<file path="src/rtl/core/knn_pkg.sv">
// Shared types, codes and default sizes of the price estimator.
// Depends on nothing; every module of the block imports it.
package knn_pkg;

    localparam int DEF_MAX_LISTINGS = 256;
    localparam int DEF_MAX_K        = 32;

    // Operation codes of a command transaction.
    localparam logic [1:0] OP_LOAD  = 2'd0;
    localparam logic [1:0] OP_QUERY = 2'd1;
    localparam logic [1:0] OP_CLEAR = 2'd2;

    // Result status codes.
    localparam logic [1:0] ST_OK      = 2'd0;
    localparam logic [1:0] ST_EMPTY   = 2'd1;
    localparam logic [1:0] ST_REDUCED = 2'd2;

    // Attribute selection codes.
    localparam logic [1:0] KEY_ACCOM = 2'd0;
    localparam logic [1:0] KEY_BEDRM = 2'd1;
    localparam logic [1:0] KEY_BEDS  = 2'd2;

    // Configuration register indexes and reset values.
    localparam logic [1:0] REG_KEY_SELECT = 2'd0;
    localparam logic [1:0] REG_NEIGHBOURS = 2'd1;
    localparam logic [1:0] KEY_RESET      = 2'd0;
    localparam logic [5:0] K_RESET        = 6'd5;

    // One stored listing.
    typedef struct packed {
        logic [7:0]  accommodates;
        logic [7:0]  bedrooms;
        logic [7:0]  beds;
        logic [15:0] price;
    } listing_t;

    // Attribute picked by a selection code; unused codes fall back to capacity.
    function automatic logic [7:0] pick_attr(input listing_t l, input logic [1:0] key);
        logic [7:0] r;
        begin
            case (key)
                KEY_BEDRM: r = l.bedrooms;
                KEY_BEDS:  r = l.beds;
                default:   r = l.accommodates;
            endcase
            return r;
        end
    endfunction

endpackage

</file>
<file path="src/rtl/core/knn_sorter.sv">
// Row of insertion cells that keeps the nearest listings in ascending distance.
// Depends on knn_pkg.
module knn_sorter #(
    parameter int MAX_K = knn_pkg::DEF_MAX_K,
    parameter int KW = (MAX_K > 1) ? $clog2(MAX_K) : 1
) (
    input  logic          clk,
    input  logic          rst_n,
    input  logic          clear,
    input  logic          ins_en,
    input  logic [7:0]    ins_dist,
    input  logic [15:0]   ins_price,
    input  logic [KW-1:0] sel,
    output logic [15:0]   sel_price
);
    import knn_pkg::*;

    logic [7:0]  dist_reg  [MAX_K];
    logic [15:0] price_reg [MAX_K];
    logic        valid_reg [MAX_K];
    logic        le        [MAX_K];

    // A cell stays when it holds a listing no farther than the new one;
    // equal distances keep the earlier load in front.
    always_comb
    begin
        for (int i = 0; i < MAX_K; i++)
        begin
            le[i] = valid_reg[i] && (dist_reg[i] <= ins_dist);
        end
    end

    always_ff @(posedge clk or negedge rst_n)
    begin
        if (!rst_n)
        begin
            for (int i = 0; i < MAX_K; i++)
            begin
                valid_reg[i] <= 1'b0;
            end
        end
        else if (clear)
        begin
            for (int i = 0; i < MAX_K; i++)
            begin
                valid_reg[i] <= 1'b0;
            end
        end
        else if (ins_en)
        begin
            for (int i = 0; i < MAX_K; i++)
            begin
                if (!le[i])
                begin
                    if (i == 0 || le[(i > 0) ? i - 1 : 0])
                    begin
                        valid_reg[i] <= 1'b1;
                    end
                    else
                    begin
                        valid_reg[i] <= valid_reg[(i > 0) ? i - 1 : 0];
                    end
                end
            end
        end
    end

    // Payload of the cells: insert at the first farther cell, shift the rest.
    always_ff @(posedge clk)
    begin
        if (ins_en && !clear)
        begin
            for (int i = 0; i < MAX_K; i++)
            begin
                if (!le[i])
                begin
                    if (i == 0 || le[(i > 0) ? i - 1 : 0])
                    begin
                        dist_reg[i]  <= ins_dist;
                        price_reg[i] <= ins_price;
                    end
                    else
                    begin
                        dist_reg[i]  <= dist_reg[(i > 0) ? i - 1 : 0];
                        price_reg[i] <= price_reg[(i > 0) ? i - 1 : 0];
                    end
                end
            end
        end
    end

    assign sel_price = price_reg[sel];

endmodule

</file>
<file path="config.mk">
export PLATFORM = sky130hd
export DESIGN_NAME = knn_sorter
export DESIGN_NICKNAME = d
export VERILOG_FILES = /design/src/rtl/core/knn_pkg.sv /design/src/rtl/core/knn_sorter.sv
export SDC_FILE = /design/constraint.sdc
export NUM_CORES = 1
export LEC_CHECK = 0
export BUFFER_PORTS_ARGS = -buffer_cell sky130_fd_sc_hd__buf_4
export CORE_ASPECT_RATIO = 1.2
export CORE_MARGIN = 2
export CORE_UTILIZATION = 30
export CTS_CLUSTER_SIZE = 24
export DETAILED_ROUTE_END_ITERATION = 10
export PLACE_DENSITY = 0.45
export SKIP_LAST_GASP = 1
export SLEW_MARGIN = 20
export SYNTH_ARGS = -nofsm -noshare
export SYNTH_HDL_FRONTEND = slang
export SYNTH_SLANG_ARGS = --single-unit
</file>
<file path="constraint.sdc">
create_clock -name clk -period 4.75 [get_ports clk]
set_input_delay 0.475 -clock clk [delete_from_list [all_inputs] [get_ports clk]]
set_output_delay 0.475 -clock clk [all_outputs]
set_load 0.05 [all_outputs]
</file>
# [Yosys cells after proc, flatten, opt, wreduce, memory -nomap -nowiden]
# Memory sizes are Yosys's and may differ from the RTL's.
# Index checks and enable logic that the tools add are counted.
[op_classes] n_addsub=0 mul=0 div_mod_pow=0 order_cmp=32 eq_ne=32 shift=0 muxes=377 n_bitwise=62 reduce_logical=67
[ops] cell="16-bit 2-to-1 mux" count=31
[ops] cell="1-bit 2-to-1 mux" count=313
[ops] cell="8-bit less-or-equal comparator" count=32
[ops] cell="8-bit 2-to-1 mux" count=31
[ops] cell="32-bit 2-to-1 mux" count=2
[ops] cell="2-bit != test (second input constant)" count=32
[ops] cell="2-bit AND reduction" count=32
[ops] cell="1-bit OR" count=62
[ops] cell="1-bit logical AND" count=33
[ops] cell="2-bit nonzero test" count=1
[ops] cell="1-bit zero test" count=1
[totals] ff_bits=32 latchBits=0 ram_bits=768 romBits=0 input_bits=33 mem_count=2
[mem_list] memory="price_reg" depth=32 word_bits=16 rd=32 rd_clocked_by_memory_dff=0 wr=32 line_no="knn_sorter.sv:19" text="logic [15:0] price_reg [MAX_K];"
[mem_list] memory="dist_reg" depth=32 word_bits=8 rd=32 rd_clocked_by_memory_dff=0 wr=32 line_no="knn_sorter.sv:18" text="logic [7:0] dist_reg [MAX_K];"

# [Logic depth before layout (Yosys ltp)]
[logic_depth] word_depth=7 ltp_mapped=11 depth_no_buf=8

# [Worst setup path before layout]
# No wires, ideal clock.
[synth_timing] kind="in2reg" from="input ins_dist[3]" to="memory dist_reg[1][2] (netlist: dist_reg[0][10]), data pin" setup_time_ns=0.260 t_arrival_ns=4.687 slack_ns=-0.197 path_stages=11 cell_sequence="clkbuf_1 -> inv_1 -> ha_1 -> nand3_1 -> o22ai_1 -> o21bai_1 -> a211oi_1 -> nor2b_1 -> buf_2 -> buf_4 -> mux2_2"
[synth_lines] element="start, declared" line_no="knn_sorter.sv:11" text="input logic [7:0] ins_dist,"
[synth_lines] element="end, declared" line_no="knn_sorter.sv:18"

# [Final worst setup path]
[layout_timing] from="input sel[0]" to="output sel_price[8]"
[layout_via] elab_chain_cells=1
[layout_lines] element="start, declared" line_no="knn_sorter.sv:13" text="input logic [KW-1:0] sel,"
[layout_lines] element="memory read 32 x 16 bit"
[layout_lines] element="end, declared" line_no="knn_sorter.sv:14" text="output logic [15:0] sel_price"
# Every way passes these cells.

==> run_results.csv <==
group,metric,value,unit
final_layout,num-nets-final,3140,
cts,buffers_inserted_by_post_cts_timing_repair,0,
final_layout,multi_input_area,0.0187,mm²
global_routing,grt-ovfl-total,0,
cts,cts.sinks,800,
timing,fin_worst_skew,32.7,ps
power_and_ir_drop,p_switching,0.00444,W
routing,viasPerCell,5.22,
floorplan,initial_utilization,0.301,
synth,synth-edff-count,768,
final_layout,final-seq-area,0.0239,mm²
routing,drt_iter0_markers,1691,
global_routing,first_global_vias,27400,
timing,grt_setup_unrepaired,"no",
floorplan,core-area,0.145,mm²
worst_setup_path,critPathKind,"in -> out",
cts,htreeDepth,3,
synth,synth_flop_cell,"edfxtp_1",
timing,timing_max_transition_violations_final,0,
placed_design,dpl.hpwl,79500,µm
floorplan,top_level_ports,49,
routing,drt-wirelength-per-cell,25.5,µm
timing,achievable-frequency,0.289,GHz
power_and_ir_drop,comb_pwr_share,0.131,
power_and_ir_drop,power_frac_clock,0.396,
global_routing,initial_antenna_violation_count,7,
status,status,"complete, no violations",
cts,cts.repair.resized,0,
synth,ys_seq_area_frac,0.548,
final_layout,drive_gt1_frac,0.422,
placed_design,routabilityCongestion,0.753,
final_layout,area_growth_syn_to_layout,13.4,%
synth,most_frequent_cell_after_synthesis,"edfxtp_1",
final_layout,largest_register_ff_count,512,
run,timing.max_cap.violations,0,
synth,mappedNetlistNets,3091,
timing,finalCritPeriodShare,0.728,
timing,timing_hold_violations_final,0,
cts,clkLatencyLatePin,680,ps
synth,netlist.area_leader.share,0.530,
power_and_ir_drop,power.static_leakage,16.9,nW
floorplan,chipWidth,352,µm
routing,drt.antenna.violating_nets,0,
timing,final.setup.tns,0,ps
cts,cts_root_buffer,"clkbuf_16",
synth,synth_commonest_cells,"768 x edfxtp_1, 760 x mux2_2, 256 x ha_1, 160 x mux4_2, 152 x a21oi_1",
synth,yosys.area.top_type,"edfxtp_1",
timing,min_period,3460,ps
routing,finalWirelength,124000,µm
worst_setup_path,crit_path_max_fanout,27,
cts,clkSlewWorstSetupHoldPaths,60,ps
final_layout,finish.cell_count_without_fillers,4858,
synth,synth_warnings,0,
final_layout,final_util,0.341,
global_routing,first_pass_grt_wire_length,185000,µm
worst_setup_path,worst_ep_required_time,4280,ps
synth,synth.top_cells.by_area,"edfxtp_1 53%, mux2_2 20%, mux4_2 8.3%",
synth,post_synth_num_cell_types,42,
global_routing,grtUsageTotal,0.167,
routing,detail_route.drc_violations,0,
timing,worst_slew_pin_slew,867,ps
worst_setup_path,setup.worst_path.start_class,"primary input",
timing,setup_viol,0,
placed_design,dp.cells,4695,
synth,syn-mean-instance-area,15.5,µm²
cts,tritoncts,"built",
power_and_ir_drop,switching_fraction_of_total_power,0.251,
cts,cts_buffer_depth,3,
floorplan,core.rowCount,153,
placed_design,place.port_buffers,48,
worst_setup_path,critical_path.endpoint_type,"output pin",
power_and_ir_drop,post-layout-total-power,0.0177,W
floorplan,die_area,0.148,mm²
global_routing,largest_net_degree_at_the_start_of_global_routing,46,
worst_setup_path,critical_path_arrival,2980,ps
hold_path,worst_min_path_class,"in -> reg",
timing,max_slew_margin,0.422,
floorplan,die-height,421,µm
power_and_ir_drop,seqPwrFrac,0.473,
routing,dr_total_vias,25400,
power_and_ir_drop,p_int,0.0132,W
timing,hold-worst-slack,223,ps
synth,syn_inst,2802,
power_and_ir_drop,power.ir.vdd_worst,260,µV
synth,async_flop_share,0.0400,
final_layout,nFillCells,13800,
routing,detailedRoute.firstPassIterationCount,5,
cts,cts_made_buffers,90,
synth,synthesis.area,0.0435,mm²
power_and_ir_drop,power.density,358,mW/mm²
synth,ys_seq_elements,800,
[stage by stage]
stage	worst slack, ps	cell area, µm²
floorplan	98.7	43500
global placement	968	46400
detailed placement	957	46400
CTS	1300	49300
global route	1220	49300
finish	1290	49300
[critical path: stages]
cell	delay, ps
buf_8	300
buf_4	450
mux4_2	620
mux4_2	600
mux2_2	300
buf_4	190
[metal layers]
metal  track usage  up-vias  part of all wire
met4        0.0410        0             0.017
li1              -    11300                 -
met3        0.0231      128             0.039
met1         0.213    13400              0.43
met5             0        -                 0
met2         0.296      534              0.52
[cell type report]
cell class | count | area share
Antenna cell | 2 | 0.000101
Multi-Input combinational cell | 1747 | 0.379
Inverter | 68 | 0.00517
Sequential cell | 800 | 0.484
Clock inverter | 53 | 0.0105
Tap cell | 1937 | 0.0491
Timing Repair Buffer | 144 | 0.0250
Clock buffer | 107 | 0.0480
[cells by family (layout without fill, tap and decap cells)]
kind of cell,Yosys count,count (layout),share of synthesized area
AOI/OAI and AO/OA,306,306,0.0413
adders and majority gates,256,256,0.0736
buffers and inverters,255,372,0.0253
DFF,800,800,0.548
muxes,920,920,0.279
other,0,2,0
and+or+nand+nor,265,265,0.0319
[cell usage in the layout (no fill, tap or decap), types with 51 or more instances in the layout]
| cell type | n |
|---|---|
| edfxtp_1 | 768 |
| mux2_2 | 760 |
| ha_1 | 256 |
| mux4_2 | 160 |
| a21oi_1 | 150 |
| buf_4 | 130 |
| clkbuf_16 | 92 |
| inv_1 | 67 |
| nand4_1 | 63 |
| o21ai_0 | 51 |
[final timing paths]
| path | startpoint | end | slack [ps] | cells past startpoint |
|---|---|---|---|---|
| hold reg to reg | valid_reg[6] | valid_reg[6] | 550 | 2 |
| max in group asynchronous | rst_n | valid_reg[5] | 3900 | 2 |
| setup reg to reg | dist_reg[0][89] | price_reg[12][5] | 1830 | 9 |
| hold / removal | ins_price[13] | price_reg[0][13] | 220 | 1 |
| setup / recovery | sel[0] | sel_price[8] | 1290 | 6 |
| min in group asynchronous | rst_n | valid_reg[26] | 400 | 2 |
[power by group through the flow]
| stage | Clock, W | Sequential [W] | Combinational (W) |
|---|---|---|---|
| floorplan | 0 | 0.00842 | 0.00158 |
| global placement | 0 | 0.00848 | 0.00228 |
| detailed placement | 0 | 0.00850 | 0.00233 |
| CTS | 0.00721 | 0.00835 | 0.00235 |
| global route | 0.00747 | 0.00839 | 0.00251 |
| finish | 0.00700 | 0.00836 | 0.00231 |
[what timing repair did]
item                       CTS  global route
setup endpoints to repair    0             0
hold buffers                 1             0
hold endpoints to repair    32             0
Note: power is estimated with default switching activity, not from simulation.
