==> src/rtl/core/knn_pkg.sv <==
// Shared types, codes and default sizes of the price estimator.
// Depends on nothing; every module of the block imports it.
package knn_pkg;

    localparam int DEF_MAX_LISTINGS = 256;
    localparam int DEF_MAX_K        = 32;

    // Operation codes of a command transaction.
    localparam logic [1:0] OP_LOAD  = 2'd0;
    localparam logic [1:0] OP_QUERY = 2'd1;
    localparam logic [1:0] OP_CLEAR = 2'd2;

    // Result status codes.
    localparam logic [1:0] ST_OK      = 2'd0;
    localparam logic [1:0] ST_EMPTY   = 2'd1;
    localparam logic [1:0] ST_REDUCED = 2'd2;

    // Attribute selection codes.
    localparam logic [1:0] KEY_ACCOM = 2'd0;
    localparam logic [1:0] KEY_BEDRM = 2'd1;
    localparam logic [1:0] KEY_BEDS  = 2'd2;

    // Configuration register indexes and reset values.
    localparam logic [1:0] REG_KEY_SELECT = 2'd0;
    localparam logic [1:0] REG_NEIGHBOURS = 2'd1;
    localparam logic [1:0] KEY_RESET      = 2'd0;
    localparam logic [5:0] K_RESET        = 6'd5;

    // One stored listing.
    typedef struct packed {
        logic [7:0]  accommodates;
        logic [7:0]  bedrooms;
        logic [7:0]  beds;
        logic [15:0] price;
    } listing_t;

    // Attribute picked by a selection code; unused codes fall back to capacity.
    function automatic logic [7:0] pick_attr(input listing_t l, input logic [1:0] key);
        logic [7:0] r;
        begin
            case (key)
                KEY_BEDRM: r = l.bedrooms;
                KEY_BEDS:  r = l.beds;
                default:   r = l.accommodates;
            endcase
            return r;
        end
    endfunction

endpackage

==> src/rtl/core/knn_divider.sv <==
// Restoring divider, one quotient bit per cycle.
// Depends on knn_pkg.
module knn_divider #(
    parameter int DW = 29,
    parameter int VW = 6
) (
    input  logic          clk,
    input  logic          rst_n,
    input  logic          start,
    input  logic [DW-1:0] dividend,
    input  logic [VW-1:0] divisor,
    output logic          done,
    output logic [DW-1:0] quotient
);
    import knn_pkg::*;

    localparam int NW = $clog2(DW + 1);

    logic [VW:0]   rem_reg;
    logic [DW-1:0] quo_reg;
    logic [VW-1:0] dvs_reg;
    logic [NW-1:0] cnt_reg;
    logic          run_reg;
    logic          done_reg;
    logic [VW:0]   rem_sh;
    logic          fit;

    // One shift-subtract step.
    assign rem_sh = {rem_reg[VW-1:0], quo_reg[DW-1]};
    assign fit    = rem_sh >= {1'b0, dvs_reg};

    always_ff @(posedge clk or negedge rst_n)
    begin
        if (!rst_n)
        begin
            run_reg  <= 1'b0;
            done_reg <= 1'b0;
            cnt_reg  <= '0;
        end
        else
        begin
            done_reg <= 1'b0;
            if (start)
            begin
                run_reg <= 1'b1;
                cnt_reg <= '0;
            end
            else if (run_reg)
            begin
                cnt_reg <= cnt_reg + NW'(1);
                if (cnt_reg == NW'(DW - 1))
                begin
                    run_reg  <= 1'b0;
                    done_reg <= 1'b1;
                end
            end
        end
    end

    always_ff @(posedge clk)
    begin
        if (start)
        begin
            rem_reg <= '0;
            quo_reg <= dividend;
            dvs_reg <= divisor;
        end
        else if (run_reg)
        begin
            rem_reg <= fit ? (rem_sh - {1'b0, dvs_reg}) : rem_sh;
            quo_reg <= {quo_reg[DW-2:0], fit};
        end
    end

    assign done     = done_reg;
    assign quotient = quo_reg;

endmodule

==> config.mk <==
export PLATFORM = sky130hd
export DESIGN_NAME = knn_divider
export DESIGN_NICKNAME = d
export VERILOG_FILES = /design/src/rtl/core/knn_pkg.sv /design/src/rtl/core/knn_divider.sv
export SDC_FILE = /design/constraint.sdc
export NUM_CORES = 1
export LEC_CHECK = 0
export ABC_CLOCK_PERIOD_IN_PS = 3000
export BUFFER_PORTS_ARGS = -buffer_cell sky130_fd_sc_hd__buf_2
export CELL_PAD_IN_SITES_DETAIL_PLACEMENT = 1
export CELL_PAD_IN_SITES_GLOBAL_PLACEMENT = 1
export CORE_MARGIN = 1
export CORE_UTILIZATION = 41
export CTS_CLUSTER_SIZE = 14
export DETAILED_ROUTE_END_ITERATION = 7
export GPL_TIMING_DRIVEN = 0
export HOLD_SLACK_MARGIN = 0.15
export MAX_ROUTING_LAYER = met4
export PLACE_DENSITY = 0.89
export SYNTH_ARGS = -nofsm -noshare
export SYNTH_HDL_FRONTEND = slang
export SYNTH_SLANG_ARGS = --single-unit
==> constraint.sdc <==
create_clock -name clk -period 3 [get_ports clk]
set_clock_uncertainty 0.2 [all_clocks]
set_input_delay 0.3 -clock clk [delete_from_list [all_inputs] [get_ports clk]]
set_output_delay 0.3 -clock clk [all_outputs]
set_load 0.03 [all_outputs]
== Word-level counts from Yosys, hierarchy flattened ==
Index checks and enable logic that the tools add are counted.
Cells by class
  eq/ne operators: 1
  bitwise gates (word level): 0
  add/sub/neg operators: 2
  multiply operators: 0
  reductions and logical operators: 1
  order comparisons: 1
  mux-type cells: 11
  shifts and indexed selects: 0
  div/mod/pow operators: 0
Operator list (count)
  29-bit two-way mux: 2
  5-bit two-way mux: 2
  7-bit by 6-bit greater-or-equal comparator with 1-bit output: 1
  1-bit two-way mux: 6
  6-bit two-way mux: 1
  6-bit subtractor: 1
  5-bit by 1-bit adder with 5-bit output (second input constant): 1
  5-bit equality test (second input constant): 1
  2-bit nonzero test: 1
Word-level totals
  latch bits: 0
  bits of input ports: 38
  word-level logic and storage cells: 22
  memories kept: 0
  RAM bits: 0
  register bits after elaboration: 48
  output and inout port bits: 30
  bits in read-only memories: 0

== Depth between registers and ports, before layout ==
Gate-level depths: netlist of run 1.
  word-level depth: 4
  depth in mapped cells: 8
  gate-level depth less buffers: 8

== Worst setup path after synthesis of run 1 ==
Ideal clock, no wire load.
  kind: register to register
  from: register quo_reg[28] (netlist: quotient[28])
  to: register rem_reg[1]
  data arrival time: 2.031 ns
  path buffers: 1
  path slack: 0.642 ns
  stages on the path, launching flop included: 9
  required time: 2.673 ns
  setup time: 0.127 ns
  period minus slack after synthesis: 2.358 ns
  cell sequence: edfxtp_1 -> inv_1 -> ha_1 -> and2b_2 -> o21ai_0 -> a41o_1 -> buf_6 -> nor4bb_1 -> or3_1
On the way
  longest elaborated chain between the ends: 2
  elaborated cells on any way between the ends: 3
  those cells by class: add/sub: 1; order compare: 1; mux: 1
RTL lines
  start, declared: line knn_divider.sv:20  | logic [DW-1:0] quo_reg;
  start signal, assigned: line knn_divider.sv:65  | quo_reg <= dividend;
  start signal, assigned: line knn_divider.sv:71  | quo_reg <= {quo_reg[DW-2:0], fit};
  6-bit subtractor / 7-bit by 6-bit greater-or-equal comparator with 1-bit output (equally long branches): line knn_divider.sv:70, knn_divider.sv:30
  6-bit two-way mux (*): line knn_divider.sv:70  | rem_reg <= fit ? (rem_sh - {1'b0, dvs_reg}) : rem_sh;
  end signal, assigned: line knn_divider.sv:70
  end, declared: line knn_divider.sv:19  | logic [VW:0] rem_reg;
Mark *: on every way between the ends. The rest lies on a longest branch, timed or not.
A chain may end at the register's enable or synchronous reset.

== Worst setup path after layout of run 1 ==
  from: input port start
  to: register quo_reg[22] (netlist: quotient[22]) (enable)
On the way
  longest elaborated chain between the ends: 1
RTL lines
  start, declared: line knn_divider.sv:9  | input logic start,
  2-bit nonzero test (no source line)
No other way between the ends.

==> results.md, run 1 <==
* Footprint of the multi-input gates at just under 900 um^2
* Combinational Power Share at 33.3%
* Register area at roughly 1300 um^2
* Sw power at between 0.6 and 0.7 mW
* Area growth, synth to finish at 39.0%
* Seq/Total Area, Yosys at 57.9%
* Setup crit start: start
* Met2 Usage GRT at 50.4%
* Setup TNS at 0 ns
* Main synth FF type: edfxtp_1
* Post-synth top area share at around 45%
* FF-to-FF Start: quotient[28]$_DFFE_PP_
* RR Endpoint: rem_reg[1]$_SDFFE_PP0P_
* Largest net degree at the start of global routing at 30
* Vias per cell at 5.27
* Total core area at ~5500 um^2
* Leakage at 1.42 nW
* Yosys cell types at 33
* Data required time of the worst path at between 2 and 3 ns
* Sw frac at around 34%
* Critical path fanouts, max at 29
* CTS tree: built
* Register share of total power at a little over two fifths
* GR Util met3 at about 7.3%
* CP Class: input port to flip-flop
* Non-filler instance count after layout at 356
* Final instance area at ~3200 um^2
* M1 GR Usage at around a third
* Max Slew Vio Count at 0
* Reg2Reg Setup Slack at 0.48 ns
* Max cap viols at 0
* Layout cells sized above 1 at 38.7%
* Top Ports at 68
* Pre-Repair DR Iteration Count at 4
* Worst hold path class: input port to async pin
* Nets at roughly 330
* Worst skew pair latency at roughly 0.31 ns
* Clk slew on worst S/H paths at approximately 0.090 ns
* Yosys warns at 0
* Initial Utilization at between 40 and 50%
* DIE AREA at approximately 6000 um^2
* Internal at between 1 and 1.5 mW
* Height of the die at about 77 um
* DRT iter0 DRCs at 95
* DRC at 0
* Max Freq at approximately 380 MHz
* Final Hold Viols at 0
* Sink Count at 48
* Critical Path End: quotient[22]$_DFFE_PP_
* Final WL at roughly 8.0 mm
* Clock share of power at 23.7%
* Reg2Reg Depth at 8
* Root Driver: clkbuf_8
* Placer Congestion at between 0.7 and 0.8
* H-tree levels at 2
* Post-route antenna net violation count at 0
* FP Rows at 27
* Number of global-route vias before repair at between 2000 and 2500
* Area contributors post-synth: edfxtp_1, mux2_2, dfrtp_1
* Placed Cells at ~310
* CTS buffer count at 5
* Tcrit/Tclk final at 88.1%
* Cell accounting for the most synthesized area: edfxtp_1
* Die Span X at just under 80 um
* FF+latch count, synth at between 40 and 50
* Drt wl/cell at between 20 and 25 um
* Syn_nets at 220
* Slew margin rel. at 52.5%
* First-pass GRT wire length at around 12 mm
* Syn Area/Cell at between 10 and 15 um^2
* Crit path arrival time at approximately 2.4 ns
* Critical Path Start Type: input port
* Tightest Pin Transition at between 0.7 and 0.8 ns
* ANT cells at 0
* Async SR Flop Fraction at 14.6%
* GRT Max-Usage Layer: met2
* Flip-flop count of the largest register after layout at 29
* CTS Buffer Depth at 2
* Status: finished, final reports clean
* Vias at ~1900
* Crit end category: flip-flop
* Mapped Area at 2320 um^2
* Power Density at 634 nW/um^2
* Unrepaired setup endpoints after global routing: no
* Post-DP HPWL at 4.15 mm
* Total gr overflow at 0
* Post_cts resized at 0
* Worst VDD drop at 0.377 mV
* Initial antenna violation count at 0
* GR Util All Layers at between 20% and 30%
* # port buffers at 67
* Min Tclk post-route at around 2.6 ns
* Number of flops mapped to enable cells by yosys at 35
* Fillers at about 600
* Placed Area at 2750 um^2
* Hold_ws at about 0.16 ns
* Synthesized instance count at ~170
* Final setup violation count at 0
synthesized netlist by cell type (all sizes together), types with 2 or more instances:
cell type,number
nand2b,2
xor2,5
buf,2
a21oi,4
clkbuf,6
nand4,3
o21ai,4
nand2,5
dfxtp,6
a21o,2
inv,11
xnor2,2
nor2,14
mux2,30
nor3b,4
edfxtp,35
mux2i,4
or3,2
ha,9
a211oi,4
dfrtp,7
placed cells by master, fill, tap and decap left out, drive strengths merged:
cell type	synthesis	final
buf	2	69
dlygate4sd3	0	37
edfxtp	35	35
mux2	30	30
nor2	14	14
inv	11	11
clkbuf	6	11
ha	9	9
dfrtp	7	7
dfxtp	6	6
nand2	5	5
xor2	5	5
a21oi	4	4
o21ai	4	4
nor3b	4	4
mux2i	4	4
a211oi	4	4
nand4	3	3
a21o	2	2
xnor2	2	2
nand2b	2	2
or3	2	2
and2b	1	1
a211o	1	1
a41o	1	1
or2	1	1
nor4bb	1	1
nor3	1	1
o311ai	1	1
nor2b	1	1
a22oi	1	1
o21a	1	1
fa	1	1
bufinv	0	1
clkinv	0	1
clkinvlp	0	1
stage by stage:
step | power (mW) | worst slack (ns) | utilization, %
floorplan | 1.30 | 0.642 | -
finish | 2.05 | 0.357 | 59.0
CTS | 1.98 | 0.414 | 59.0
global route | 2.13 | 0.276 | 59.0
detailed placement | 1.47 | 0.595 | 50.2
global placement | 1.43 | 0.647 | 50.2
worst min-delay path by stage:
stage               cells after the start  startpoint                      to
floorplan                               0       rst_n  cnt_reg[0]$_DFFE_PN0P_
global placement                        1       rst_n  cnt_reg[3]$_DFFE_PN0P_
detailed placement                      1       rst_n  cnt_reg[3]$_DFFE_PN0P_
CTS                                     2       rst_n  cnt_reg[2]$_DFFE_PN0P_
global route                            2       rst_n  cnt_reg[2]$_DFFE_PN0P_
finish                                  2       rst_n  cnt_reg[0]$_DFFE_PN0P_
worst max-delay path, stage by stage:
cell,delay (ns)
dlygate4sd3_1,0.54
buf_2,0.24
buf_6,0.17
clkbuf_1,0.44
or2_2,0.69
what timing repair did:
action | CTS | global route
buffers inserted | 0 | 0
setup endpoints to repair | 0 | 0
hold buffers | 37 | 0
endpoints found under the hold margin | 48 | 0
cells by family (layout without fill, tap and decap cells):
logic type / Yosys count / in the layout / share of synthesized area (%)
AO/OA/AOI/OAI: 19 / 19 / 5.49
adder cells (fa/ha/maj): 10 / 10 / 5.71
AND/OR/NAND/NOR: 35 / 35 / 7.81
flip-flops: 48 / 48 / 57.9
multiplexers: 34 / 34 / 16.3
buffers and inverters: 19 / 131 / 4.15
XOR/XNOR: 7 / 7 / 2.64
layout make-up:
| class | instances | area share [%] |
|---|---|---|
| multi-input combinational | 105 | 27.3 |
| tap | 72 | 2.79 |
| buffer | 8 | 1.70 |
| inverter | 11 | 1.28 |
| sequential | 48 | 41.7 |
| clock buffer | 5 | 2.13 |
| timing repair buffer | 104 | 21.8 |
| clock inverter | 3 | 1.32 |
power groups by stage:
stage	Sequential, mW	Combinational (mW)	Clock (mW)
6_report	0.881	0.682	0.486
5_1_grt	0.889	0.726	0.511
3_3_place_gp	0.874	0.555	0
2_1_floorplan	0.962	0.337	0
3_5_place_dp	0.879	0.591	0
4_1_cts	0.866	0.632	0.484
layer usage:
metal | vias up | share of wire [%]
met5 | - | 0
met4 | 0 | 4.8
met3 | 30 | 5.9
met2 | 84 | 51
met1 | 921 | 38
li1 | 841 | -
No activity file was read; power rests on OpenSTA's default activity.
==> run 2: changes to the inputs <==
Settings changed: ABC_AREA from default to 1, CORE_UTILIZATION 41 to 38, PLACE_DENSITY 0.89 to 0.88.
==> run 2 against run 1 <==
Effect of this change: utilization fell by 4.3 points; highest routed layer unchanged; area after synthesis is 2.2% higher; die area up 9.9%; power is 7.8% higher.
==> results.md, run 2 <==
* Critical Path Start Type: flip-flop (was input port)
* Count leader, synth: nand2_1 (was edfxtp_1)
* Post-Route Utilization at 54.7% (was 59.0%)
* Yosys warns at 0 (unchanged)
* Height of the die at 81.0 um (was 77.3 um)
* Yosys cell types at 27 (was 33)
* Status: finished, final reports clean (unchanged)
* Setup TNS at 0 ns (unchanged)
* DRT iter0 DRCs at 97 (was 95)
* FF+latch count, synth at 48 (unchanged)
* GRT Max-Usage Layer: met2 (unchanged)
* Max Slew Vio Count at 0 (unchanged)
* M1 GR Usage at 31.1% (was 32.3%)
* Total power at 2.21 mW (was 2.05 mW)
* Data required time of the worst path at 2.99 ns (was 2.75 ns)
* Setup repair bufs after CTS at 0 (unchanged)
* Power Density at 678 nW/um^2 (was 634 nW/um^2)
* Worst hold path class: input port to async pin (unchanged)
* Number of global-route vias before repair at 2478 (was 2257)
* Initial antenna violation count at 0 (unchanged)
* Syn Area/Cell at 9.02 um^2 (was 13.5 um^2)
* Critical path fanouts, max at 30 (was 29)
* Placer Congestion at 0.795 (was 0.764)
* Register share of total power at 40.1% (was 43.0%)
* Unrepaired setup endpoints after global routing: no (unchanged)
* Vias at 2305 (was 1876)
* Register area at 1350 um^2 (unchanged)
* Sw frac at 38.5% (was 34.2%)
* Post-synth top area share at 44.3% (was 45.2%)
* Largest stage delay on the critical path at 0.66 ns (was 0.69 ns)
* Worst skew pair latency at 0.31 ns (about the same)
* Main synth FF type: edfxtp_1 (unchanged)
* Final setup violation count at 0 (unchanged)
* CTS Buffer Depth at 2 (unchanged)
* Final WL at 8.45 mm (was 7.97 mm)
* Area growth, synth to finish at 37.4% (was 39.0%)
* First-pass GRT wire length at 12.9 mm (was 12.5 mm)
* Tightest Pin Transition at 1.15 ns (was 0.713 ns)
* Initial Utilization at 39.9% (was 42.5%)
* Hold_ws at 0.171 ns (was 0.162 ns)
* Cell accounting for the most synthesized area: edfxtp_1 (unchanged)
* Min Tclk post-route at 2.36 ns (was 2.64 ns)
* Area contributors post-synth: edfxtp_1, nand2_1, dfrtp_1 (was edfxtp_1, mux2_2, dfrtp_1)
* Async SR Flop Fraction at 14.6% (unchanged)
* Met2 Usage GRT at 49.3% (was 50.4%)
* Footprint of the multi-input gates at 901 um^2 (was 881 um^2)
* # port buffers at 67 (unchanged)
* Slew margin rel. at 23.4% (was 52.5%)
* Crit end category: flip-flop (unchanged)
* DP Worst Slack at 0.627 ns (was 0.595 ns)
* Mapped Area at 2370 um^2 (was 2320 um^2)
* DIE AREA at 6570 um^2 (was 5970 um^2)
* Layout cells sized above 1 at 23.1% (was 38.7%)
* Post-DP HPWL at 4.87 mm (was 4.15 mm)
* H-tree levels at 2 (unchanged)
* Die Span X at 81.0 um (was 77.3 um)
* CP Class: flip-flop to flip-flop (was input port to flip-flop)
* Leakage at 1.67 nW (was 1.42 nW)
* Syn_nets at 311 (was 220)
* GR Util All Layers at 28.4% (was 29.9%)
* Final Hold Viols at 0 (unchanged)
* Pre-Repair DR Iteration Count at 4 (unchanged)
* Internal at 1.36 mW (was 1.35 mW)
* DRC at 0 (unchanged)
* Setup WS post-layout at 0.637 ns (was 0.357 ns)
* Clock share of power at 21.9% (was 23.7%)
* FP Rows at 28 (was 27)
* Synth top cells by count: nand2_1, edfxtp_1, inv_1, nand3_1, ha_1 (was edfxtp_1, mux2_2, nor2_1, inv_1, ha_1)
* Sw power at 0.851 mW (was 0.700 mW)
* Number of flops mapped to enable cells by yosys at 35 (unchanged)
* Fillers at 726 (was 583)
* Sink Count at 48 (unchanged)
* GR Util met3 at 5.39% (was 7.26%)
* Seq/Total Area, Yosys at 56.7% (was 57.9%)
* CTS tree: built (unchanged)
* Clk slew on worst S/H paths at 0.09 ns (about the same)
* Max cap viols at 0 (unchanged)
* Top Ports at 68 (unchanged)
* Reg2Reg Depth at 3 (was 8)
* Combinational Power Share at 38.0% (was 33.3%)
* Post-route antenna net violation count at 0 (unchanged)
* Total core area at 5960 um^2 (was 5470 um^2)
* Root Driver: clkbuf_8 (unchanged)
* Most frequent cells in the layout: nand2_1, buf_2, edfxtp_1, dlygate4sd3_1, inv_1 (was buf_2, dlygate4sd3_1, edfxtp_1)
* Max Freq at 423 MHz (was 378 MHz)
* Tcrit/Tclk final at 78.8% (was 88.1%)
* Most common cell after layout, fill and taps aside: nand2_1 (was buf_2)
* ANT cells at 0 (unchanged)
* Largest net degree at the start of global routing at 31 (was 30)
* Total gr overflow at 0 (unchanged)
* Flip-flop count of the largest register after layout at 29 (unchanged)
* Worst VDD drop at 0.301 mV (was 0.377 mV)
* Vias per cell at 5.15 (was 5.27)
* Critical-path cell list: nor2_1 -> inv_1 -> o21ai_0 (was dlygate4sd3_1 -> buf_2 -> buf_6 -> clkbuf_1 -> or2_2)
* Crit path arrival time at 2.35 ns (was 2.40 ns)
* Drt wl/cell at 18.9 um (was 22.4 um)
* Synthesized instance count at 263 (was 172)
* Crit-path slowest cell: inv_1 (was or2_2)
* CTS buffer count at 5 (unchanged)
* Nets at 420 (was 331)
run 2: cell types whose count changed in the layout (fill, tap and decap cells not counted), moves of 3 or more:
| cell | delta |
|---|---|
| xor2_1 | -4 |
| nand2_4 | +3 |
| nand2_1 | +117 |
| nor3b_1 | -4 |
| mux2i_1 | -4 |
| inv_1 | +14 |
| a211oi_1 | -4 |
| nor2_1 | -7 |
| mux2_2 | -30 |
| nand3_1 | +14 |
| nand3b_1 | +4 |
run 2: path summary, 6_finish.rpt:
kind,start,endpoint,slack (ns)
max,run_reg$_DFF_PN0_,cnt_reg[1]$_DFFE_PN0P_,0.64
min,rst_n,cnt_reg[3]$_DFFE_PN0P_,0.17
max reg2reg,run_reg$_DFF_PN0_,cnt_reg[1]$_DFFE_PN0P_,0.64
min reg2reg,rem_reg[4]$_SDFFE_PP0P_,rem_reg[4]$_SDFFE_PP0P_,0.29
max in group asynchronous,rst_n,cnt_reg[4]$_DFFE_PN0P_,2.26
min in group clk,start,dvs_reg[4]$_DFFE_PP_,0.18
run 2: area by class of cell:
| cell class | count | area share (%) |
|---|---|---|
| flip-flops and latches | 48 | 41.3 |
| multi-input cells | 182 | 27.6 |
| repair buffers | 102 | 21.0 |
| inverters | 27 | 3.11 |
| well taps | 75 | 2.88 |
| clock buffers | 6 | 2.23 |
| clock inverters | 2 | 1.07 |
| plain buffers | 6 | 0.767 |
run 2: kinds of logic (layout without fill, tap and decap cells):
logic type               Yosys count  in the layout  share of synthesized area, %
XOR/XNOR                           2              2                         0.738
buffers and inverters             33            143                          5.32
AO/OA/AOI/OAI                     10             10                          2.32
flip-flops                        48             48                          56.7
AND/OR/NAND/NOR                  160            160                          29.3
adder cells (fa/ha/maj)           10             10                          5.59
run 2: per-stage QoR:
step | instance area, um^2 | cells
after global placement | 2800 | 405
after detailed placement | 2800 | 405
final | 3260 | 448
after CTS | 3260 | 448
after floorplan | 2370 | 263
after global routing | 3260 | 448
run 2: what timing repair did:
| action | in CTS | in global routing |
|---|---|---|
| hold buffers | 35 | 0 |
| resized for setup | 0 | 0 |
| hold endpoints to repair | 41 | 0 |
run 2: worst max-delay path, delay by kind of cell, from the launching register on:
kind	cells	cell delay, ns
AO/OA/AOI/OAI	1	0.44
buffers and inverters	1	0.66
flip-flops	1	0.47
AND/OR/NAND/NOR	1	0.47
run 2: power by group through the flow:
| stage | Clock (mW) | Sequential (mW) | Combinational [mW] |
|---|---|---|---|
| 2_1_floorplan | 0 | 0.958 | 0.495 |
| 3_3_place_gp | 0 | 0.883 | 0.734 |
| 3_5_place_dp | 0 | 0.889 | 0.778 |
| 4_1_cts | 0.469 | 0.877 | 0.819 |
| 5_1_grt | 0.505 | 0.895 | 0.927 |
| 6_report | 0.484 | 0.886 | 0.839 |
run 2: layer usage:
layer | up-vias | share of wire [%]
li1 | 1057 | -
met1 | 1110 | 39
met2 | 107 | 52
met3 | 31 | 5.1
met4 | 0 | 3.5
met5 | - | 0
==> run 3: changes to the inputs <==
Settings changed: ABC_CLOCK_PERIOD_IN_PS 3000 to 2100, CORE_UTILIZATION 38 to 34, PLACE_DENSITY 0.88 to 0.84.
Clock period 3 ns to 2.1 ns, I/O delays scaled along.
==> run 3 against run 2 <==
Effect of this change: via count down 0.69%; largest power group unchanged; largest cell class unchanged; clock power up 70%; die area up 11%; critical path depth down 1; combinational power up 42%; power up 48%.
==> results.md, run 3 (same netlist as run 2, synthesis figures left out) <==
* Reg2Reg Depth at 2 (was 3)
* FP Rows at 30 (was 28)
* Unrepaired setup endpoints after global routing: no (unchanged)
* FF-to-FF Start: run_reg$_DFF_PN0_ (unchanged)
* Number of global-route vias before repair at 2545 (was 2478)
* Height of the die at 85.6 um (was 81.0 um)
* # port buffers at 67 (unchanged)
* Vias at 2289 (was 2305)
* Total gr overflow at 0 (unchanged)
* First-pass GRT wire length at 12.9 mm (about the same)
* Max Slew Vio Count at 0 (unchanged)
* Slew margin rel. at 64.7% (was 23.4%)
* Initial Utilization at 35.1% (was 39.9%)
* Vias per cell at 4.98 (was 5.15)
* Layout cells sized above 1 at 24.3% (was 23.1%)
* Critical path fanouts, max at 15 (was 30)
* Final instance area at 3360 um^2 (was 3260 um^2)
* Post-DP HPWL at 4.43 mm (was 4.87 mm)
* H-tree levels at 2 (unchanged)
* Final WL at 8.09 mm (was 8.45 mm)
* Final Hold Viols at 0 (unchanged)
* Placed Cells at 410 (was 405)
* Most frequent cells in the layout: nand2_1, buf_2, dlygate4sd3_1 (was nand2_1, buf_2, edfxtp_1, dlygate4sd3_1, inv_1)
* Tightest Pin Transition at 0.527 ns (was 1.15 ns)
* Nets at 426 (was 420)
* Crit path arrival time at 1.74 ns (was 2.35 ns)
* Worst hold path class: input port to flip-flop (was input port to async pin)
* Total core area at 6760 um^2 (was 5960 um^2)
* CTS buffer count at 5 (unchanged)
* Pre-Repair DR Iteration Count at 4 (unchanged)
* Hold_ws at 0.181 ns (was 0.171 ns)
* Reg2Reg Setup Slack at 0.12 ns (was 0.64 ns)
* Root Driver: clkbuf_8 (unchanged)
* Met2 WL at 4.12 mm (was 4.42 mm)
* DRT iter0 DRCs at 149 (was 97)
* Status: finished, final reports clean (unchanged)
* Top Ports at 68 (unchanged)
* Initial antenna violation count at 0 (unchanged)
* RR Endpoint: quotient[6]$_DFFE_PP_ (was cnt_reg[1]$_DFFE_PN0P_)
* DIE AREA at 7320 um^2 (was 6570 um^2)
* Crit end category: flip-flop (unchanged)
* Max Freq at 506 MHz (was 423 MHz)
* CTS Buffer Depth at 2 (unchanged)
* DRC at 0 (unchanged)
* Met3 wire length at 478 um (was 435 um)
* DP Worst Slack at -0.0777 ns (was 0.627 ns)
* Flip-flop count of the largest register after layout at 29 (unchanged)
* Drt wl/cell at 17.6 um (was 18.9 um)
* Max Used Layer: met4 (unchanged)
* CTS tree: built (unchanged)
* Placed Area at 2810 um^2 (was 2800 um^2)
* Worst skew pair latency at 0.31 ns (about the same)
* Most common cell after layout, fill and taps aside: nand2_1 (unchanged)
* Final setup violation count at 0 (unchanged)
* Clk slew on worst S/H paths at 0.09 ns (about the same)
* Worst hold path endpoint: rem_reg[4]$_SDFFE_PP0P_
* GR Util All Layers at 24.2% (was 28.4%)
* Die Span X at 85.6 um (was 81.0 um)
* Max cap viols at 0 (unchanged)
* Worst hold path stage count at 4
* Wl on met1 at 3.20 mm (was 3.29 mm)
* Largest net degree at the start of global routing at 16 (was 31)
* Area growth, synth to finish at 41.4% (was 37.4%)
* HP Start: start
* Placer Congestion at 0.811 (was 0.795)
* Setup WS post-layout at 0.122 ns (was 0.637 ns)
* Power Density at 975 nW/um^2 (was 678 nW/um^2)
* CP Class: flip-flop to flip-flop (unchanged)
* Critical Path Start Type: flip-flop (unchanged)
* Total power at 3.27 mW (was 2.21 mW)
* Tcrit/Tclk final at 94.2% (was 78.8%)
* Setup crit start: run_reg$_DFF_PN0_ (unchanged)
* Min Tclk post-route at 1.98 ns (was 2.36 ns)
* Non-filler instance count after layout at 460 (was 448)
* Post-route antenna net violation count at 0 (unchanged)
* Leakage at 1.70 nW (was 1.67 nW)
* Data required time of the worst path at 1.86 ns (was 2.99 ns)
* Sink Count at 48 (unchanged)
* Worst VDD drop at 0.426 mV (was 0.301 mV)
* Fillers at 797 (was 726)
[run 3: cell types whose count changed in the layout (fill, tap and decap cells not counted)]
cell           change
inv_1              -1
buf_4              +2
nor2_1             -1
fa_1               -1
bufinv_16          +1
fa_2               +1
clkinvlp_4         +2
clkinv_2           -1
dlygate4sd3_1      +3
diode_2            +1
nor2_2             +1
[run 3: cell type report]
cell class / count / area [um^2] / share of cell area (%)
flip-flops and latches: 48 / 1350 / 40.1
multi-input cells: 182 / 906 / 27.0
repair buffers: 107 / 731 / 21.8
inverters: 27 / 105 / 3.13
well taps: 80 / 100 / 2.98
clock buffers: 6 / 72.6 / 2.16
clock inverters: 2 / 60.1 / 1.79
plain buffers: 6 / 25.0 / 0.746
repair inverters: 1 / 7.51 / 0.224
diodes: 1 / 2.50 / 0.0746
[run 3: worst max-delay path by stage]
stage | endpoint | slack, ns | depth (start not counted)
finish | quotient[6]$_DFFE_PP_ | 0.12 | 2
global route | rem_reg[4]$_SDFFE_PP0P_ | 0.004 | 10
CTS | rem_reg[4]$_SDFFE_PP0P_ | 0.05 | 10
detailed placement | cnt_reg[1]$_DFFE_PN0P_ | -0.08 | 3
global placement | quotient[21]$_DFFE_PP_ | -0.04 | 3
floorplan | rem_reg[4]$_SDFFE_PP0P_ | 0.08 | 10
[run 3: power by group]
group	internal [mW]	switching (mW)	total, mW
Combinational	0.437	0.755	1.19
Sequential	1.16	0.0986	1.26
Clock	0.477	0.345	0.821
Total	2.07	1.20	3.27
[run 3: timing repair]
item,CTS,global route
setup endpoints to repair,30,2
setup buffers,0,2
gates cloned,1,0
hold buffers,38,0
hold endpoints to repair,48,0
gates resized for setup,3,1
[run 3: stage by stage]
step,utilization [%],TNS (ns)
finish,49.7,0
global route,49.6,0
CTS,49.4,0
detailed placement,41.6,-2.22
global placement,41.6,-1.14
floorplan,-,0
[run 3: critical path, stage by stage, from the launching register on]
cell and delay (ns):
dfrtp_1 0.46, nor2_2 0.47, clkinvlp_4 0.50
[run 3: per-layer routing]
| metal | track usage [%] | vias to the layer above |
|---|---|---|
| met5 | - | - |
| met4 | 12.6 | 0 |
| met3 | 4.91 | 26 |
| met2 | 39.9 | 105 |
| met1 | 27.9 | 1087 |
| li1 | - | 1071 |
